===== config.mk =====
export PLATFORM = sky130hd
export DESIGN_NAME = tpq_ram
export DESIGN_NICKNAME = d
export VERILOG_FILES = /design/src/hw/rtl/tree_path_min_max_query_macros.svh /design/src/hw/rtl/tpq_ram.sv
export SDC_FILE = /design/constraint.sdc
export NUM_CORES = 1
export LEC_CHECK = 0
export BUFFER_PORTS_ARGS = -buffer_cell sky130_fd_sc_hd__buf_2
export CAP_MARGIN = 20
export CORE_MARGIN = 2
export CORE_UTILIZATION = 35
export CTS_CLUSTER_SIZE = 16
export DETAILED_ROUTE_END_ITERATION = 16
export GPL_ROUTABILITY_DRIVEN = 0
export PLACE_DENSITY_LB_ADDON = 0.08
export SETUP_SLACK_MARGIN = 0.15
export SYNTH_ARGS = -nofsm -noshare
export SYNTH_HDL_FRONTEND = slang
export SYNTH_SLANG_ARGS = --single-unit

===== constraint.sdc =====
create_clock -name clk -period 2.49 [get_ports clk]
set_input_delay 0.498 -clock clk [delete_from_list [all_inputs] [get_ports clk]]
set_output_delay 0.498 -clock clk [all_outputs]
set_load 0.05 [all_outputs]

===== src/hw/rtl/tree_path_min_max_query_macros.svh =====
`ifndef TREE_PATH_MIN_MAX_QUERY_MACROS_SVH
`define TREE_PATH_MIN_MAX_QUERY_MACROS_SVH

// Checks that a condition holds in the same cycle.
`define TPQ_ASSERT_NOW(label, clk, rst_n, ante, cons, msg) \
	label: assert property (@(posedge clk) disable iff (!rst_n) (ante) |-> (cons)) \
		else $error(msg);

// Checks that a condition holds in the following cycle.
`define TPQ_ASSERT_NEXT(label, clk, rst_n, ante, cons, msg) \
	label: assert property (@(posedge clk) disable iff (!rst_n) (ante) |=> (cons)) \
		else $error(msg);

`endif


===== src/hw/rtl/tpq_ram.sv =====
module tpq_ram #(
	parameter int WIDTH = 8,
	parameter int DEPTH = 16,
	parameter int AW    = 4
) (
	input  logic             clk,
	input  logic             we,
	input  logic [AW-1:0]    waddr,
	input  logic [WIDTH-1:0] wdata,
	input  logic [AW-1:0]    raddr,
	output logic [WIDTH-1:0] rdata
);

	logic [WIDTH-1:0] mem [DEPTH];

	always_ff @(posedge clk) begin
		if (we) begin
			mem[waddr] <= wdata;
		end
		rdata <= mem[raddr];
	end

endmodule


Yosys cells after proc, flatten, opt, wreduce, memory -nomap -nowiden --
Memory sizes are Yosys's and may differ from the RTL's. A register that Yosys moved wholly into a read port is not among the register bits. Cells that the tools add are included.
Storage, ports and cells: memories kept 1, logic and storage cells 3, output and inout bits 8, input bits 18, register bits 0, memory bits (writable) 128
Memory list:
- mem | depth 16, bits a word 8, rd ports 1, clocked after Yosys merged registers in 1, wr ports 1, line tpq_ram.sv:14 | logic [WIDTH-1:0] mem [DEPTH];
Operators by class: multiplexer cells 2
Operator list (count):
- $mux W1 | 2

Longest topological paths before layout --
depth after elaboration 2, depth in mapped cells 5, depth with buffers taken out 3

Worst setup path before layout --
OpenSTA, ideal clock, no wires.
path kind input -> register, start input waddr[2], end memory mem[0][0], enable pin, data required time 2.107 ns, slack 0.499 ns, setup time 0.383 ns, data arrival time 1.608 ns, buffers on the path 0, stages on the path 2, cells stage by stage or3b_2 -> nor3_1
RTL lines:
- from (decl) | line tpq_ram.sv:8 | input logic [AW-1:0] waddr,
- to (decl) | line tpq_ram.sv:14
No word-level cell before the write port.

==> results.toml <==
[synth]
synth.cell_area_sq_um = 5150
ys_seq_elements = 136
synth_cell_types = 19
syn_nets = 247
ys_seq_area_share_pct = 77.8
syn_inst = 229
syn_avg_cell_area_sq_um = 22.5
yosysWarnings = 0

[critical_path]
r2r_cells = 3
critical_path_required_ns = 2.78
cp.depth = 5
cp.buffers_inverters = 2
cp_cell_sequence = "buf_2 > buf_4 > mux4_1 > a22oi_1 > nand2_1"
cp-start-kind = "input port"
cp_slowest_stage_delay_ns = 0.42
worstSetupPathType = "in2reg"
endpoint_kind = "flip-flop"
crit_arrival_ns = 1.91
critPathSlowestCell = "buf_2"
critPathMaxFanout = 16
crit_family = "buffers and inverters"

[global_routing]
grt_overflow = 0
grt_pass1_wl_um = 16200
grt_max_degree = 33
grt_usage_pct = 14.5
gr-usage-met2_pct = 22.2
grt_antenna_before_repair = 0
grt_pass1_vias = 2583
grt.busiest_layer = "met2"
use_met1_pct = 20.0
grt_use_met3_pct = 3.64

[timing]
final.period_utilization_pct = 65.1
setup_slack_ns = 0.870
hold_viol = 0
fmax_mhz = 617
worst_clock_skew_ns = 0.00404
finalMaxSlewViolations = 0
setup_viol = 0
setup_tns_ns = 0
holdWs_ns = 0.472
period_minus_slack_ns = 1.62
slew_headroom_pct = 65.7
rsz0062_at_grt = "false"
worstMarginPinSlew_ns = 0.515

[cells_and_area]
area_delta_synth_final_pct = 20.9
finalNonFillerCells = 483
layout-drive-gt1-share_pct = 32.4
nNetsFinal = 304
diodes = 0
utilization_pct = 43.1
fin_area_sq_um = 6220

[die]
ios = 26
start_util_pct = 35.7
die_y_um = 125
rows = 44
core-area_sq_um = 14400
die_w_um = 125
die_area_sq_um = 15700

[place]
dpl_cell_area_sq_um = 5610
dp_slack_ns = 0.474
dp.cells = 451
port_buffers = 25
dp_hpwl_um = 6920

[flow_run]
cap_violations = 0

[clock_network]
cts_root_buffer = "clkbuf_16"
clk_path_buf_depth = 2
cts.sinks = 136
holdBufCountCts = 0
post_cts_buffers = 0
tritoncts = "yes"
numCtsBuffers = 17
cts_resized = 0
worstSkewPairLatency_ns = 0.41
cts_htree_levels = 4
clk_pin_slew_ns = 0.06

[power]
finalPower_mw = 5.44
cellPowerDensity_nw_per_um2 = 873
peakVddDrop_v = 0.000443
total_leakage_power_nw = 2.12

[hold_path]
holdPathStages = 1
min_path_type = "in2reg"

[drt]
viasPerCell = 4.96
remaining_drc_errors = 0
initialDrtViolationCount = 213
avgRoutedWirePerCell_um = 21.9
finalWirelength_um = 10600
ant_nets = 0
vias = 2394
drt_first_pass_iters = 4

[run_status]
status = "finished clean"
[registers in the layout (all words and copies together) (netlist names)]
register / count
mem: 128
rdata: 8
[where the power goes]
part           leakage, nW  internal (mW)  switching (mW)
sequential            1.22           2.56          0.0125
clock                0.293           1.66           0.909
combinational        0.601          0.106           0.191
total                 2.12           4.32            1.11
[path summary, 6_finish.rpt]
path	slack, ns	startpoint	to
setup / recovery	0.87	raddr[1]	rdata[1]
hold / removal	0.47	wdata[2]	mem[5][2]
setup reg to reg	1.07	mem[0][1]	rdata[1]
hold reg to reg	0.68	mem[15][1]	rdata[1]
[cell usage in the layout (no fill, tap or decap), types with 8 or more instances in the layout]
cell type and instances:
nand2_1 9, dfxtp_1 8, edfxtp_1 128, buf_4 21
buf_2 25, mux4_2 18, nor2_1 13, clkbuf_16 17
mux4_1 14, a22oi_1 16
[per-layer routing]
metal	share of wire (%)	up-vias	wire, um
met4	1.6	0	166
met1	47	1231	4990
met2	47	63	4920
met3	4.7	15	501
met5	0	-	0
li1	-	1085	-
[cells in the mapped netlist]
cell | instances | area [sq um]
buf_2 | 3 | 15.0
buf_6 | 3 | 33.8
nand3b_1 | 2 | 15.0
and2_1 | 1 | 6.26
clkdlybuf4s25_2 | 3 | 30.0
nor2b_1 | 1 | 6.26
or3b_2 | 1 | 8.76
nor3_1 | 4 | 20.0
nand2_1 | 9 | 33.8
nand2b_1 | 2 | 12.5
dfxtp_1 | 8 | 160
buf_4 | 1 | 7.51
mux4_1 | 14 | 368
mux4_2 | 18 | 405
nor2_1 | 13 | 48.8
a22oi_1 | 16 | 120
nand3_1 | 1 | 5.00
edfxtp_1 | 128 | 3840
and2b_1 | 1 | 7.51
[kinds of logic (layout without fill, tap and decap cells)]
family,Yosys count,in the layout,synth area share (%)
AOI/OAI and AO/OA,16,16,2.33
DFF,136,136,77.8
buffers and inverters,10,80,1.68
and+or+nand+nor,35,35,3.18
muxes,32,32,15.0
[final cells by class]
cell class                 count  area [sq um]
timing repair buffer          48           323
fill                        1272          8200
tap                          184           230
clock buffer                  17           425
sequential                   136          4000
multi-input combinational     83          1060
clock inverter                15           184
Power figures use the tool's default switching activity.
